### config.mk
export PLATFORM = sky130hd
export DESIGN_NAME = modbus_rtu_frame_delimiter_core
export DESIGN_NICKNAME = d
export VERILOG_FILES = /design/src/design/mbfd_pkg.sv /design/src/design/mbfd_parser.sv /design/src/design/modbus_rtu_frame_delimiter_core.sv
export SDC_FILE = /design/constraint.sdc
export NUM_CORES = 1
export LEC_CHECK = 0
export BUFFER_PORTS_ARGS = -buffer_cell sky130_fd_sc_hd__buf_2
export CORE_ASPECT_RATIO = 0.5
export CORE_UTILIZATION = 40
export DETAILED_ROUTE_END_ITERATION = 10
export SLEW_MARGIN = 25
export SYNTH_ARGS = -nofsm -noshare
export SYNTH_HDL_FRONTEND = slang
export SYNTH_SLANG_ARGS = --single-unit
### constraint.sdc
create_clock -name clk -period 4.5 [get_ports clk]
set_input_delay 0.225 -clock clk [delete_from_list [all_inputs] [get_ports clk]]
set_output_delay 0.225 -clock clk [all_outputs]
set_load 0.1 [all_outputs]
### src/design/mbfd_pkg.sv
// Shared types and constants for the Modbus RTU frame delimiter.
// No dependencies; imported by mbfd_parser and the top level.
package mbfd_pkg;

  localparam int MAX_FRAME = 256;
  localparam int CNT_W     = 10;
  localparam int LEN_W     = 9;
  localparam int HDR_W     = 3;
  localparam int CFG_IDX_W = 3;
  localparam int CFG_DAT_W = 8;

  localparam logic [7:0] BCAST_ADDR = 8'hff;
  localparam logic [7:0] ID_FUNC    = 8'h03;

  localparam logic [CNT_W-1:0] ID_PAYLOAD         = CNT_W'(6);
  localparam logic [CNT_W-1:0] DEFAULT_PAYLOAD    = CNT_W'(6);
  localparam logic [CNT_W-1:0] COORD_SCAN_PAYLOAD = CNT_W'(4);
  localparam logic [CNT_W-1:0] ROUTE_SCAN_PAYLOAD = CNT_W'(7);

  localparam logic [HDR_W-1:0] HDR_BASIC = HDR_W'(2);
  localparam logic [HDR_W-1:0] HDR_READ  = HDR_W'(3);
  localparam logic [HDR_W-1:0] HDR_MULTI = HDR_W'(6);

  localparam logic OP_BYTE = 1'b0;
  localparam logic OP_TICK = 1'b1;

  typedef enum logic [CFG_IDX_W-1:0] {
    CFG_COORD_MODE  = 3'd0,
    CFG_OWN_ADDR    = 3'd1,
    CFG_LOCAL_ADDR  = 3'd2,
    CFG_READ_OP     = 3'd3,
    CFG_WRITE_OP    = 3'd4,
    CFG_MULTI_OP    = 3'd5,
    CFG_SCAN_OP     = 3'd6
  } cfg_idx_t;

  typedef enum logic [2:0] {
    ST_ADDR  = 3'd0,
    ST_FUNC  = 3'd1,
    ST_DATA  = 3'd2,
    ST_LEN   = 3'd3,
    ST_IDHI  = 3'd4,
    ST_IDLO  = 3'd5,
    ST_LENHI = 3'd6
  } parse_state_t;

  typedef enum logic [1:0] {
    DISP_LOCAL = 2'd0,
    DISP_QUEUE = 2'd1,
    DISP_RADIO = 2'd2,
    DISP_ID    = 2'd3
  } dispatch_t;

  typedef struct packed {
    logic       operation;
    logic [7:0] rx_byte;
    logic       queue_busy;
  } in_req_t;

  typedef struct packed {
    logic [7:0]       out_byte;
    logic [7:0]       byte_index;
    logic             byte_stored;
    logic             frame_end;
    dispatch_t        dispatch;
    logic [LEN_W-1:0] frame_length;
    logic             frame_abort;
    logic [7:0]       device_id;
    logic [7:0]       product_code;
  } out_req_t;

  typedef struct packed {
    logic       coordinator_mode;
    logic [7:0] own_address;
    logic [7:0] local_address;
    logic [7:0] read_opcode;
    logic [7:0] write_opcode;
    logic [7:0] multi_write_opcode;
    logic [7:0] scan_opcode;
  } cfg_t;

endpackage

### src/design/mbfd_parser.sv
// Frame parse state and per-request result logic.
// Depends on mbfd_pkg; state advances when step is high.
module mbfd_parser (
  input  logic             clk,
  input  logic             rst_n,
  input  logic             step,
  input  mbfd_pkg::cfg_t    cfg,
  input  mbfd_pkg::in_req_t req,
  output logic             res_valid,
  output mbfd_pkg::out_req_t res
);
  import mbfd_pkg::*;

  parse_state_t     state_r, state_nxt;
  logic [7:0]       addr_r, addr_nxt;
  logic [7:0]       func_r, func_nxt;
  logic [CNT_W-1:0] exp_r, exp_nxt;
  logic [CNT_W-1:0] rcv_r, rcv_nxt;
  logic [HDR_W-1:0] hdr_r, hdr_nxt;
  logic             busy_r, busy_nxt;
  logic [7:0]       cap4_r, cap4_nxt;
  logic [7:0]       cap6_r, cap6_nxt;

  logic [7:0]       ch;
  logic             coord;
  logic [CNT_W-1:0] idx;
  logic [CNT_W-1:0] rcv_inc;
  logic [CNT_W-1:0] len_exp;
  logic [HDR_W-1:0] len_hdr;
  logic [CNT_W:0]   len_total;
  logic [CNT_W-1:0] frame_len;

  assign ch        = req.rx_byte;
  assign coord     = cfg.coordinator_mode;
  assign idx       = CNT_W'(hdr_r) + rcv_r;
  assign rcv_inc   = rcv_r + CNT_W'(1);
  assign len_hdr   = coord ? HDR_MULTI : HDR_READ;
  assign len_exp   = coord ? ({2'b00, ch} + {2'b00, ch} + CNT_W'(3))
                           : ({2'b00, ch} + CNT_W'(2));
  assign len_total = (CNT_W+1)'(len_hdr) + {1'b0, len_exp};
  assign frame_len = CNT_W'(hdr_r) + exp_r;

  always_ff @(posedge clk) begin
    if (!rst_n) begin
      state_r <= ST_ADDR;
      addr_r  <= '0;
      func_r  <= '0;
      exp_r   <= '0;
      rcv_r   <= '0;
      hdr_r   <= HDR_BASIC;
      busy_r  <= 1'b0;
      cap4_r  <= '0;
      cap6_r  <= '0;
    end else if (step) begin
      state_r <= state_nxt;
      addr_r  <= addr_nxt;
      func_r  <= func_nxt;
      exp_r   <= exp_nxt;
      rcv_r   <= rcv_nxt;
      hdr_r   <= hdr_nxt;
      busy_r  <= busy_nxt;
      cap4_r  <= cap4_nxt;
      cap6_r  <= cap6_nxt;
    end
  end

  always_comb begin
    state_nxt = state_r;
    addr_nxt  = addr_r;
    func_nxt  = func_r;
    exp_nxt   = exp_r;
    rcv_nxt   = rcv_r;
    hdr_nxt   = hdr_r;
    busy_nxt  = busy_r;
    cap4_nxt  = cap4_r;
    cap6_nxt  = cap6_r;
    res_valid = 1'b0;
    res       = '0;

    if (req.operation == OP_TICK) begin
      if (busy_r) begin
        res_valid       = 1'b1;
        res.frame_abort = 1'b1;
        state_nxt       = ST_ADDR;
        busy_nxt        = 1'b0;
      end
    end else begin
      res_valid       = 1'b1;
      res.out_byte    = ch;
      res.byte_stored = 1'b1;
      unique case (state_r)
        ST_ADDR: begin
          addr_nxt       = ch;
          state_nxt      = ST_FUNC;
          if (coord) busy_nxt = 1'b1;
          res.byte_index = 8'd0;
        end
        ST_FUNC: begin
          func_nxt       = ch;
          rcv_nxt        = '0;
          res.byte_index = 8'd1;
          if (coord) begin
            if (ch == cfg.multi_write_opcode) begin
              hdr_nxt   = HDR_MULTI;
              state_nxt = ST_IDHI;
            end else begin
              hdr_nxt   = HDR_BASIC;
              exp_nxt   = (addr_r == BCAST_ADDR && ch == cfg.scan_opcode)
                          ? COORD_SCAN_PAYLOAD : DEFAULT_PAYLOAD;
              state_nxt = ST_DATA;
            end
          end else if (addr_r == cfg.own_address) begin
            hdr_nxt   = HDR_BASIC;
            exp_nxt   = DEFAULT_PAYLOAD;
            state_nxt = ST_DATA;
          end else if (ch == cfg.read_opcode) begin
            hdr_nxt   = HDR_READ;
            state_nxt = ST_LEN;
          end else if (ch == cfg.scan_opcode) begin
            hdr_nxt   = HDR_BASIC;
            exp_nxt   = ROUTE_SCAN_PAYLOAD;
            state_nxt = ST_DATA;
          end else if (ch == cfg.write_opcode || ch == cfg.multi_write_opcode) begin
            hdr_nxt   = HDR_BASIC;
            exp_nxt   = DEFAULT_PAYLOAD;
            state_nxt = ST_DATA;
          end else begin
            res.byte_stored = 1'b0;
            res.frame_abort = 1'b1;
            state_nxt       = ST_ADDR;
            busy_nxt        = 1'b0;
          end
        end
        ST_IDHI, ST_IDLO, ST_LENHI: begin
          unique case (state_r)
            ST_IDHI: res.byte_index = 8'd2;
            ST_IDLO: res.byte_index = 8'd3;
            default: res.byte_index = 8'd4;
          endcase
          if (!coord) begin
            res.byte_stored = 1'b0;
            res.frame_abort = 1'b1;
            state_nxt       = ST_ADDR;
            busy_nxt        = 1'b0;
          end else begin
            unique case (state_r)
              ST_IDHI: state_nxt = ST_IDLO;
              ST_IDLO: state_nxt = ST_LENHI;
              default: begin
                state_nxt = ST_LEN;
                cap4_nxt  = ch;
              end
            endcase
          end
        end
        ST_LEN: begin
          res.byte_index = 8'(len_hdr - HDR_W'(1));
          if (len_total > (CNT_W+1)'(MAX_FRAME)) begin
            res.byte_stored = 1'b0;
            res.frame_abort = 1'b1;
            state_nxt       = ST_ADDR;
            busy_nxt        = 1'b0;
          end else begin
            hdr_nxt   = len_hdr;
            exp_nxt   = len_exp;
            rcv_nxt   = '0;
            state_nxt = ST_DATA;
          end
        end
        ST_DATA: begin
          res.byte_index = idx[7:0];
          rcv_nxt        = rcv_inc;
          if (idx == CNT_W'(4)) cap4_nxt = ch;
          if (idx == CNT_W'(6)) cap6_nxt = ch;
          if (!(rcv_inc < exp_r)) begin
            res.frame_end    = 1'b1;
            res.frame_length = frame_len[LEN_W-1:0];
            state_nxt        = ST_ADDR;
            busy_nxt         = 1'b0;
            if (addr_r == BCAST_ADDR && func_r == ID_FUNC && exp_r == ID_PAYLOAD) begin
              res.dispatch     = DISP_ID;
              res.device_id    = cap4_nxt;
              res.product_code = cap6_nxt;
            end else if (coord || addr_r == cfg.local_address) begin
              res.dispatch = DISP_LOCAL;
            end else begin
              res.dispatch = req.queue_busy ? DISP_QUEUE : DISP_RADIO;
            end
          end
        end
        default: begin
          res.byte_index  = 8'd0;
          res.byte_stored = 1'b0;
          res.frame_abort = 1'b1;
          state_nxt       = ST_ADDR;
          busy_nxt        = 1'b0;
        end
      endcase
    end
  end

endmodule

### src/design/modbus_rtu_frame_delimiter_core.sv
// Modbus RTU frame delimiter: input register, parser, result register.
// Depends on mbfd_pkg and mbfd_parser.
// Path: input reg loads on the accepting edge; result reg then sets out_valid.
// Throughput: 1 request per cycle while out_stall does not hold a result.
// Reset: synchronous active-low; clears parse state, pipeline valids and
// restores configuration defaults.
module modbus_rtu_frame_delimiter_core (
  input  logic                               clk,
  input  logic                               rst_n,
  input  logic                               in_valid,
  output logic                               in_stall,
  input  mbfd_pkg::in_req_t                  in_data,
  output logic                               out_valid,
  input  logic                               out_stall,
  output mbfd_pkg::out_req_t                 out_data,
  input  logic                               cfg_we,
  input  logic [mbfd_pkg::CFG_IDX_W-1:0]     cfg_index,
  input  logic [mbfd_pkg::CFG_DAT_W-1:0]     cfg_wdata
);
  import mbfd_pkg::*;

  cfg_t     cfg_r;
  logic     s1_valid_r;
  in_req_t  s1_data_r;
  logic     out_valid_r;
  out_req_t out_data_r;
  logic     res_valid;
  out_req_t res;
  logic     s1_go;

  assign s1_go     = s1_valid_r && (!res_valid || !out_valid_r || !out_stall);
  assign in_stall  = s1_valid_r && !s1_go;
  assign out_valid = out_valid_r;
  assign out_data  = out_data_r;

  always_ff @(posedge clk) begin
    if (!rst_n) begin
      cfg_r.coordinator_mode   <= 1'b1;
      cfg_r.own_address        <= 8'd1;
      cfg_r.local_address      <= 8'd23;
      cfg_r.read_opcode        <= 8'd3;
      cfg_r.write_opcode       <= 8'd6;
      cfg_r.multi_write_opcode <= 8'd16;
      cfg_r.scan_opcode        <= 8'd25;
    end else if (cfg_we) begin
      unique case (cfg_index)
        CFG_COORD_MODE: cfg_r.coordinator_mode   <= cfg_wdata[0];
        CFG_OWN_ADDR:   cfg_r.own_address        <= cfg_wdata;
        CFG_LOCAL_ADDR: cfg_r.local_address      <= cfg_wdata;
        CFG_READ_OP:    cfg_r.read_opcode        <= cfg_wdata;
        CFG_WRITE_OP:   cfg_r.write_opcode       <= cfg_wdata;
        CFG_MULTI_OP:   cfg_r.multi_write_opcode <= cfg_wdata;
        CFG_SCAN_OP:    cfg_r.scan_opcode        <= cfg_wdata;
        default: ;
      endcase
    end
  end

  always_ff @(posedge clk) begin
    if (!rst_n) begin
      s1_valid_r <= 1'b0;
    end else if (!in_stall) begin
      s1_valid_r <= in_valid;
    end
  end

  always_ff @(posedge clk) begin
    if (!in_stall && in_valid) begin
      s1_data_r <= in_data;
    end
  end

  always_ff @(posedge clk) begin
    if (!rst_n) begin
      out_valid_r <= 1'b0;
    end else if (s1_go && res_valid) begin
      out_valid_r <= 1'b1;
    end else if (!out_stall) begin
      out_valid_r <= 1'b0;
    end
  end

  always_ff @(posedge clk) begin
    if (s1_go && res_valid) begin
      out_data_r <= res;
    end
  end

  mbfd_parser u_parser (
    .clk       (clk),
    .rst_n     (rst_n),
    .step      (s1_go),
    .cfg       (cfg_r),
    .req       (s1_data_r),
    .res_valid (res_valid),
    .res       (res)
  );

endmodule
Yosys cells after proc, flatten, opt, wreduce, memory -nomap -nowiden
Index checks and enable logic that the tools add are counted.
Widths: inputs -> output; s select.
- add/sub/neg operators: 8
- order comparisons: 2
- eq/ne operators: 41
- mux-type cells: 77
- bitwise gates (word level): 3
- reductions and logical operators: 43
- operators by type and width (kind ; count):
    $mux 10 ; 9
    $eq 8x8->1 ; 6
    $mux 3 ; 16
    $mux 8 ; 4
    $pmux 8 s4 ; 1
    $eq 10x3->1 const B ; 3
    $pmux 10 s3 ; 1
    $mux 1 ; 29
    $ne 3x3->1 const B ; 9
    $pmux 10 s2 ; 1
    $eq 3x3->1 const B ; 6
    $pmux 3 s2 ; 3
    $pmux 8 s2 ; 1
    $pmux 3 s5 ; 1
    $mux 2 ; 7
    $reduce_and 2->1 ; 7
    $eq 3x2->1 const B ; 4
    $mux 12 ; 1
    $reduce_and 3->1 ; 4
    $add 3x10->11 ; 1
    $gt 11x9->1 const B ; 1
    $add 10x1->10 const B ; 1
    $add 10x2->10 const B ; 1
    $add 3x10->10 ; 1
    other kinds (30) ; 56
- flip-flop bits (word level): 166
- output and inout port bits: 48
- word-level logic and storage cells: 204

Longest topological paths before layout
- depth in word-level cells: 10
- mapped depth: 14
- gate-level depth less buffers: 12

Cells and area by module
A second synthesis with hierarchy kept.
- cells, all modules: 907
- area, all modules: 8749.6 um^2
- modules (own cells, without submodules) (module ; instances ; cells an instance ; area each (um^2)):
    mbfd_parser ; 1 ; 658 ; 5044.8
    modbus_rtu_frame_delimiter_core ; 1 ; 249 ; 3704.8

Worst setup path after synthesis
Ideal clock, no wire load.
- path kind: reg2reg
- start point: register out_valid_r (netlist: out_valid)
- end point: register s1_data_r[0] in the netlist's numbering (enable)
- data arrival time: 4.162 ns
- required time: 4.025 ns
- slack: -0.137 ns
- stages on the path, launching flop included: 4
- path buffers: 0
- cells stage by stage: dfxtp_1 > nand2_1 > nor3b_1 > nor2b_1
- cells in the longest elaborated chain, start to end: 8
- RTL lines (item ; line ; RTL):
    start: declaration ; modbus_rtu_frame_delimiter_core.sv:25 ; logic out_valid_r;
    start signal: assignment ; modbus_rtu_frame_delimiter_core.sv:75 ; out_valid_r <= 1'b0;
    start signal: assignment ; modbus_rtu_frame_delimiter_core.sv:77 ; out_valid_r <= 1'b1;
    start signal: assignment ; modbus_rtu_frame_delimiter_core.sv:79 ; out_valid_r <= 1'b0;
    $logic_not 1->1 ; modbus_rtu_frame_delimiter_core.sv:31 ; assign s1_go = s1_valid_r && (!res_valid || !out_valid_r || !out_stall);
    $logic_or 1x1->1 (2 in a row) ; modbus_rtu_frame_delimiter_core.sv:31 ;
    $logic_and 1x1->1 ; modbus_rtu_frame_delimiter_core.sv:31 ;
    $logic_not 1->1 ; modbus_rtu_frame_delimiter_core.sv:32 ; assign in_stall = s1_valid_r && !s1_go;
    $logic_and 1x1->1 ; modbus_rtu_frame_delimiter_core.sv:32 ;
    via in_stall ; modbus_rtu_frame_delimiter_core.sv:11 ; output logic in_stall,
    $logic_not 1->1 ; modbus_rtu_frame_delimiter_core.sv:68 ; if (!in_stall && in_valid) begin
    $logic_and 1x1->1 ; modbus_rtu_frame_delimiter_core.sv:68 ;
    end signal: assignment ; modbus_rtu_frame_delimiter_core.sv:69 ; s1_data_r <= in_data;
    end: declaration ; modbus_rtu_frame_delimiter_core.sv:24 ; in_req_t s1_data_r;
The timed path passes the listed nets, and every way through them passes these cells.
A chain may end at the register's enable or synchronous reset.

Final worst setup path
- start point: register s1_data_r[2] in the netlist's numbering
- end point: register u_parser.exp_r[5]
- cells in the longest elaborated chain, start to end: 7
- elaborated cells on any way between the ends: 22
- RTL lines (item ; line ; RTL):
    $add 8x8->9 ; mbfd_parser.sv:38 ; assign len_exp = coord ? ({2'b00, ch} + {2'b00, ch} + CNT_W'(3))
    $add 10x2->10 ; mbfd_parser.sv:38 ;
    $mux 10 ; mbfd_parser.sv:38 ;
    $add 3x10->11 ; mbfd_parser.sv:40 ; assign len_total = (CNT_W+1)'(len_hdr) + {1'b0, len_exp};
    $gt 11x9->1 ; mbfd_parser.sv:158 ; if (len_total > (CNT_W+1)'(MAX_FRAME)) begin
    $ne 2x2->1 (no line) ; -- ;
    $reduce_and 7->1 (no line) ; -- ;
    end signal: assignment ; mbfd_parser.sv:58 ; exp_r <= exp_nxt;
    end: declaration ; mbfd_parser.sv:17 ; logic [CNT_W-1:0] exp_r, exp_nxt;
Parallel ways exist; a longest one is shown, timed or not. The select of a mux whose other input is x is not followed.

==> impl_metrics.tcl <==
set metrics [dict create \
    status "finished, final reports clean" \
    start_kind "flip-flop" \
    fin_crit_ps 3840 \
    synthTopCellsByArea "dfxtp_1, edfxtp_1, nand2_1, xnor2_1, mux2i_1" \
    antenna_found_initial 0 \
    port_buffers 73 \
    path_class "flip-flop to flip-flop" \
    vias 6884 \
    min_to "cfg_r[46]" \
    setup_viol 0 \
    synth_top_area_share_pct 25.68 \
    chipWidth_um 208.1 \
    viasPerCell 5.399 \
    die-area_um2 21870 \
    finalHoldViolCount 0 \
    layout.nets 1037 \
    hold_class "primary input to flip-flop" \
    r2r_cells 11 \
    wl_per_cell_um 17.16 \
    path_clk_slew_ps 60 \
    synth-edff-count 56 \
    crit_required_ps 4830 \
    synth_nets 975 \
    slew_viol_final 0 \
    htree_levels 4 \
    rows 37 \
    yosys.area.top_type "dfxtp_1" \
    startpoint "s1_data_r[2]" \
    initialDrtViolationCount 439 \
    worst_r2r_endpoint "u_parser.exp_r[5]" \
    antennaDiodeCount 0 \
    grt_max_degree 56 \
    setup_tns_ps 0 \
    gp_congestion 0.9109 \
    grt_pass1_wl_um 34900 \
    clk_path_buf_depth 2 \
    fmaxAchievable_mhz 260.4 \
    rsz0062_at_grt "false" \
    start_util_pct 41.07 \
    syn_area_um2 8498 \
    path_max_fanout 11 \
    fp.dieH_um 105.1 \
    grt_overflow_total 0 \
    synth_seq_cells 165 \
    min_delay_path_depth 3 \
    hpwl_um 15650 \
    yosys_warnings 0 \
    fin_crit_sh_pct 85.33 \
    drtPass1Iterations 5 \
    synth_seq_area_share_pct 45.47 \
    crit_path_end_kind "flip-flop" \
    skew_ps 8.118 \
    postRouteAntennaNets 0 \
    worstReg2RegStart "s1_data_r[2]" \
    tightest_slew_ps 1029 \
    worstPathArrival_ps 4170 \
    syn_inst 927 \
    io_pins 74 \
    synthArstFlopShare_pct 0 \
    cts-buffers-inserted 17 \
    drc 0 \
    min-delay-start "cfg_wdata[6]" \
    drive_above_1_share_pct 14.37 \
    grtUsageTotal_pct 20.71 \
    avgSynthCellArea_um2 9.167 \
    fp.coreArea_um2 20690 \
    p_leak_nw 3.640 \
    syn2layout_area_growth_pct 13.71 \
    synth.distinct_cells 80 \
    grt_pass1_vias 6513 \
    drt_wl_total_um 21880 \
    cts_tree "done" \
    maxCapViolCount 0 \
    ir_drop_uv 204.3 \
    nFillCells 1976 \
    root_buffer "clkbuf_16" \
    power_mw 3.319 \
    cts_setup_buffers 0 \
    powerDensity_nw_per_um2 343.4 \
    clock_latency_ps 440 \
    ys.flop_type "dfxtp_1" \
    slew_headroom_pct 31.41 \
    rrSetupSlack_ps 660 \
    cts_sinks 165 \
]
## cells by family after synthesis
| group | count (synthesis) | synth area share (%) |
|---|---|---|
| multiplexers | 42 | 5.050 |
| AND/OR/NAND/NOR | 391 | 21.89 |
| AO/OA/AOI/OAI | 154 | 12.13 |
| adder cells (fa/ha/maj) | 22 | 3.239 |
| flip-flops | 165 | 45.47 |
| XOR/XNOR | 74 | 7.627 |
| buffers and inverters | 79 | 4.593 |
## repair_timing
action                                 in CTS  in global routing
endpoints found under the hold margin      11                  0
resized for setup                           0                  0
hold buffers                               11                  0
## metrics by stage
| stage | hold WS, ps | std cells | setup WS [ps] | area (um2) | utilization (%) |
|---|---|---|---|---|---|
| finish | 109.5 | 1275 | 659.9 | 9663 | 46.70 |
| global route | 82.67 | 1275 | 373.2 | 9663 | 46.70 |
| floorplan | 323.9 | 927 | 535.9 | 8503 | - |
| global placement | 402.2 | 1232 | 830.9 | 9007 | 43.53 |
| detailed placement | 403.3 | 1232 | 706.8 | 9007 | 43.53 |
| CTS | 89.46 | 1275 | 688.5 | 9663 | 46.70 |
## layout by cell type (no fill, tap or decap), types with 4 or more instances in the layout
master / netlist / final
inv_1: 24 / 22
xnor2_1: 44 / 44
a21oi_1: 73 / 73
nand2_1: 159 / 159
buf_4: 0 / 12
and2_1: 6 / 6
clkbuf_16: 0 / 17
dfxtp_1: 109 / 109
mux2i_1: 38 / 38
buf_2: 3 / 73
nor2b_1: 16 / 16
edfxtp_1: 56 / 56
a32o_2: 5 / 5
o21ai_1: 5 / 5
ha_1: 22 / 22
and4_1: 4 / 4
and3_1: 7 / 7
a22o_1: 8 / 8
nand3_1: 42 / 42
nor4_1: 10 / 10
dlygate4sd3_1: 0 / 11
o22ai_1: 4 / 4
o21ai_0: 11 / 11
o21a_1: 6 / 6
or3_1: 4 / 4
nor3_1: 11 / 11
nand4_1: 14 / 14
xor2_1: 30 / 30
o2111ai_1: 4 / 4
nand2b_1: 9 / 9
nor2_1: 82 / 82
## final cells by class
| type | count | area, um2 | area share [%] |
|---|---|---|---|
| clock buffers | 21 | 470.5 | 4.869 |
| clock inverters | 11 | 75.07 | 0.7769 |
| multi-input cells | 683 | 4249 | 43.97 |
| well taps | 273 | 341.6 | 3.535 |
| flip-flops and latches | 165 | 3864 | 39.98 |
| inverters | 26 | 97.59 | 1.010 |
| repair buffers | 96 | 565.5 | 5.853 |
## where the power goes
group          switching [mW]  total, mW  internal [mW]
registers              0.0338       1.61           1.57
clock network           0.606       1.35          0.749
logic                   0.259      0.356         0.0964
## worst max-delay path, cell delays in order (launching register included)
cell and delay, ps:
edfxtp_1 580, ha_1 370, mux2_2 290, ha_1 330
a21boi_1 220, nand2_1 90, or4_1 400, a211o_1 330
a221oi_4 310, o21ai_1 130, a21bo_1 360, a32o_2 320
## state kept, by name (all words and copies together), names as in the netlist, 2 cells and up
name and count:
u_parser.exp_r 10, u_parser.addr_r 8, u_parser.cap6_r 8, u_parser.cap4_r 8, u_parser.hdr_r 2, out_data 46
u_parser.func_r 8, cfg_r 49, s1_data_r 10, u_parser.state_r 3, u_parser.rcv_r 10
## layer usage
layer	routed length, um	global-route usage, %
met5	0	0
met4	360	6.825
met3	1226	4.238
met2	9586	32.09
met1	10710	28.77
## worst max path at each step
| stage | depth (start not counted) | slack [ps] | to |
|---|---|---|---|
| 3_3_place_gp | 11 | 830 | u_parser.exp_r[4] |
| 6_report | 11 | 660 | u_parser.exp_r[5] |
| 4_1_cts | 11 | 690 | u_parser.exp_r[5] |
| 2_1_floorplan | 14 | 540 | u_parser.exp_r[3] |
| 5_1_grt | 11 | 370 | out_data[26] |
| 3_5_place_dp | 11 | 710 | u_parser.exp_r[5] |
## synthesized netlist by cell type, drive strengths merged (4+ instances only)
| library cell | n |
|---|---|
| nor3b | 4 |
| nor2b | 16 |
| o22ai | 4 |
| xnor2 | 44 |
| nand4 | 14 |
| o21a | 6 |
| o21ai | 16 |
| inv | 25 |
| nand2 | 159 |
| a21oi | 73 |
| nor3 | 12 |
| clkbuf | 35 |
| edfxtp | 56 |
| buf | 17 |
| o2111ai | 4 |
| nand3 | 42 |
| a22o | 8 |
| a32o | 6 |
| mux2i | 38 |
| nor4 | 12 |
| nand2b | 9 |
| ha | 22 |
| or2 | 5 |
| xor2 | 30 |
| and3 | 8 |
| nor2 | 83 |
| a21o | 5 |
| or3 | 4 |
| dfxtp | 109 |
| and4 | 4 |
| mux2 | 4 |
| and2 | 7 |
Power figures use the tool's default switching activity.
